$ cat config.mk
export PLATFORM = sky130hd
export DESIGN_NAME = sef_kernel
export DESIGN_NICKNAME = d
export VERILOG_FILES = /design/src/hw/rtl/sef_pkg.sv /design/src/hw/rtl/sef_kernel.sv
export SDC_FILE = /design/constraint.sdc
export NUM_CORES = 1
export LEC_CHECK = 0
export ABC_AREA = 1
export BUFFER_PORTS_ARGS = -buffer_cell sky130_fd_sc_hd__buf_2
export CORE_ASPECT_RATIO = 1.1
export CORE_UTILIZATION = 50
export DETAILED_ROUTE_END_ITERATION = 8
export PLACE_DENSITY = 0.79
export SETUP_SLACK_MARGIN = 0.02
export SYNTH_ARGS = -nofsm -noshare
export SYNTH_HDL_FRONTEND = slang
export SYNTH_SLANG_ARGS = --single-unit
$ cat constraint.sdc
create_clock -name vclk -period 7.1
set_clock_uncertainty 0.05 [all_clocks]
set_input_delay 2.13 -clock vclk [all_inputs]
set_output_delay 2.13 -clock vclk [all_outputs]
set_load 0.01 [all_outputs]
$ cat src/hw/rtl/sef_pkg.sv
`default_nettype none

package sef_pkg;

    localparam int PIX_W      = 8;
    localparam int CFG_W      = 13;
    localparam int ROW_W      = 12;
    localparam int COL_W      = 12;
    localparam int GRAD_W     = 11;
    localparam int HEIGHT_MAX = 4096;
    localparam int WIDTH_RST  = 640;
    localparam int HEIGHT_RST = 480;
    localparam int GEOM_MIN   = 3;

    localparam logic [PIX_W-1:0] PIX_MAX = 8'd255;

    typedef logic [PIX_W-1:0] t_pixel;
    typedef logic signed [GRAD_W-1:0] t_grad;

    typedef enum logic [1:0] {
        CFG_FRAME_WIDTH   = 2'd0,
        CFG_FRAME_HEIGHT  = 2'd1,
        CFG_GRADIENT_MODE = 2'd2
    } t_cfg_index;

    // 3x3 neighborhood without the center tap, which Sobel does not use.
    typedef struct packed {
        t_pixel lt;
        t_pixel lm;
        t_pixel lb;
        t_pixel ct;
        t_pixel cb;
        t_pixel rt;
        t_pixel rm;
        t_pixel rb;
    } t_window;

endpackage

`default_nettype wire

$ cat src/hw/rtl/sef_kernel.sv
`default_nettype none

module sef_kernel import sef_pkg::*; (
    input  wire t_window i_win,
    output t_grad        o_gx,
    output t_grad        o_gy
);

    logic [PIX_W+1:0] left;
    logic [PIX_W+1:0] right;
    logic [PIX_W+1:0] top;
    logic [PIX_W+1:0] bottom;

    always_comb begin
        left   = {2'b00, i_win.lt} + {1'b0, i_win.lm, 1'b0} + {2'b00, i_win.lb};
        right  = {2'b00, i_win.rt} + {1'b0, i_win.rm, 1'b0} + {2'b00, i_win.rb};
        top    = {2'b00, i_win.lt} + {1'b0, i_win.ct, 1'b0} + {2'b00, i_win.rt};
        bottom = {2'b00, i_win.lb} + {1'b0, i_win.cb, 1'b0} + {2'b00, i_win.rb};
    end

    assign o_gx = t_grad'({1'b0, left}) - t_grad'({1'b0, right});
    assign o_gy = t_grad'({1'b0, top}) - t_grad'({1'b0, bottom});

endmodule

`default_nettype wire
Yosys cells after proc, flatten, opt, wreduce, memory -nomap -nowiden
Cells that the tools add are included.

Flip-flop bits (word level): 0. Input bits: 64. Output and inout bits: 22. Word-level logic and storage cells: 10.

Add/sub/neg operators: 10.

Operators with widths (count): 10-bit by 8-bit adder with 10-bit output (4); 8-bit by 9-bit adder with 10-bit output (4); 10-bit by 10-bit subtractor with 11-bit output (2).

Longest topological paths before layout
Word-level depth: 3. Mapped depth: 16. Gate-level depth less buffers: 16.

Worst setup path before layout
Ideal clock, no wire load.

Path type: input port to output port. Start: input i_win[2] (netlist bit). End: output o_gy[5]. Arrival time: 4728 ps. Required time: 4920 ps. Path slack: 192 ps. Stages: 11. Buffers on the path: 0. Cell sequence: inv_1 -> fa_1 -> fa_1 -> inv_1 -> fa_1 -> fa_1 -> inv_1 -> nand2_1 -> nand2_1 -> nand2_1 -> xnor2_1.

Longest elaborated chain between the ends: 2.

Ends and longest elaborated chain: from (decl) (RTL line sef_kernel.sv:4) `input wire t_window i_win,`; 10-bit by 8-bit adder with 10-bit output (RTL line sef_kernel.sv:18) `bottom = {2'b00, i_win.lb} + {1'b0, i_win.cb, 1'b0} + {2'b00, i_win.rb};`; 10-bit by 10-bit subtractor with 11-bit output (RTL line sef_kernel.sv:22) `assign o_gy = t_grad'({1'b0, top}) - t_grad'({1'b0, bottom});`; to (decl) (RTL line sef_kernel.sv:6) `output t_grad o_gy`.

No other way between the ends.

Worst setup path after layout
Start: input i_win[2] (netlist bit). End: output o_gx[5].

Longest elaborated chain between the ends: 2.

Ends and longest elaborated chain: 10-bit by 8-bit adder with 10-bit output (RTL line sef_kernel.sv:16) `right = {2'b00, i_win.rt} + {1'b0, i_win.rm, 1'b0} + {2'b00, i_win.rb};`; 10-bit by 10-bit subtractor with 11-bit output (RTL line sef_kernel.sv:21) `assign o_gx = t_grad'({1'b0, left}) - t_grad'({1'b0, right});`; to (decl) (RTL line sef_kernel.sv:5) `output t_grad o_gx,`.

No other way between the ends.

==> run_results.csv <==
group,metric,value,unit
power_and_ir_drop,p_leak,2.17,nW
route,final_antenna_net_count,0,
route,vias,2360,
setup_path,critPathRequiredTime,4920,ps
die,rows,27,
global_routing,antenna_found_initial,0,
route,route.met3.wl,402,um
cells_and_area,final_common_cell,"inv_1",
placed_design,placed_area,3280,sq um
die,die_area,5570,sq um
cells_and_area,area_growth,39.2,%
sta,whs,4700,ps
setup_path,cp-end-kind,"output pin",
cells_and_area,fin_area,3670,sq um
global_routing,grt_pass1_wl,9010,um
placed_design,io_buffers,86,
placed_design,gp_congestion,0.830,
cells_and_area,mostFrequentLayoutCells,"129 x inv_1, 80 x buf_2, 55 x fa_1, 48 x nand2_1, 25 x inv_2",
cells_and_area,finalNonFillerCells,523,
route,highest_layer,"met4",
power_and_ir_drop,powerDensity,384,nW/um^2
sta,hold_violations,0,
global_routing,grt_pass1_vias,2412,
setup_path,worstSetupStartpointType,"input port",
logic_synthesis,ys_seq_area_share,0,%
logic_synthesis,synthDistinctLibCells,14,
placed_design,place_inst,520,
die,die_y,78.2,um
setup_path,cp.arrival,4830,ps
status,violations,"design-rule violations",
sta,period_share,98.7,%
global_routing,grt-ovfl-total,0,
cells_and_area,regArea,0,sq um
power_and_ir_drop,ir_drop,0.000237,V
route,vias_per_cell,4.51,
logic_synthesis,syn_area_per_cell,7.39,sq um
cells_and_area,drive_gt1_share,42.2,%
power_and_ir_drop,power,1.41,mW
route,drcViolationCount,9,
die,die_w,71.3,um
status,outcome,"finished with violations",
setup_path,startpoint,"i_win[2]",
logic_synthesis,yosys_warnings,0,
sta,clock.fmax,143,MHz
route,dr.pass1.iters,6,
min_path,min_path_type,"in -> out",
route,routedWlPerCell,10.6,um
route,wl,5540,um
cells_and_area,layout.nets,617,
setup_path,crit_type,"in -> out",
placed_design,dp_hpwl,4780,um
sta,slew_violations,0,
cells_and_area,clock_buffers,0,
flow_run,drv_cap,0,
setup_path,worstPathMaxFanout,3,
die,start_util,52.4,%
sta,setup_tns,0,ps
cells_and_area,design.seq.count,0,
min_path,hold_start,"i_win[41]",
cells_and_area,antenna_cells,0,
sta,setup_viol,0,
die,io_pins,86,
sta,tightest_slew,206,ps
global_routing,grt_max_degree,6,
logic_synthesis,syn_nets,507,
logic_synthesis,synthCells,357,
route,met2WireLength,3070,um
global_routing,grtUsageTotal,19.7,%
sta,slew_headroom,86.3,%
route,drtIter0Drc,52,
route,wl_met1,2050,um
sta,final.min_clock_period,7010,ps
sta,rsz0062_at_grt,"true",
die,core,5030,sq um
logic_synthesis,syn_area,2640,sq um
==> cells in the mapped netlist (all sizes together) <==
library cell | n | area share (%)
or2 | 2 | 0.47
nand3 | 15 | 3.0
a21oi | 7 | 1.3
o21bai | 1 | 0.28
fa | 62 | 47
nor3 | 1 | 0.19
nand3b | 2 | 0.57
nor2 | 12 | 1.7
xor2 | 1 | 0.33
inv | 155 | 22
xnor2 | 5 | 1.7
nand2 | 70 | 10
ha | 24 | 11
==> critical path, stage by stage <==
cell and delay, ps:
buf_2 90, inv_1 90, fa_1 450, fa_1 540, inv_1 50, fa_2 450
fa_2 410, inv_2 60, nand2_2 50, nand2_4 80, nand2_1 70, xnor2_1 180
buf_2 160
==> cells by family (layout without fill, tap and decap cells) <==
| group | Yosys count | in the layout | synth area share, % |
|---|---|---|---|
| xor gates and xnor gates | 6 | 6 | 1.99 |
| adders and majority gates | 86 | 86 | 58.4 |
| AOI/OAI and AO/OA | 8 | 8 | 1.61 |
| buffers and inverters | 155 | 263 | 22.0 |
| and+or+nand+nor | 102 | 102 | 15.9 |
==> power breakdown <==
part	internal, mW	leakage, nW	switching, mW
Sequential	0	0	0
Clock	0	0	0
Combinational	0.650	2.17	0.762
==> worst paths after layout <==
path              endpoint  cells past startpoint
setup / recovery   o_gx[5]                     13
hold / removal     o_gy[0]                      4
==> repair_timing <==
action,4_1_cts,5_1_grt
pin swaps,15,46
endpoints found under the setup margin,12,13
setup buffers,1,2
hold buffers,0,0
gates resized for setup,24,76
==> through the flow <==
step	util, %	worst slack [ps]
5_1_grt	73.0	-11.3
3_5_place_dp	65.2	-118
2_1_floorplan	-	192
6_report	73.0	93.8
3_3_place_gp	65.2	-63.2
4_1_cts	67.8	15.7
==> cell type report <==
cell class	count	area (sq um)
Tap cell	58	72.6
Fill cell	395	1360
Inverter	155	584
Multi-Input combinational cell	202	2390
Timing Repair Buffer	108	629
==> metal layers <==
metal	vias to the layer above	track usage [%]
li1	1183	-
met2	70	40.5
met1	1105	22.5
met4	0	1.00
met3	2	2.18
met5	-	0
Note: power is estimated with default switching activity, not from simulation.
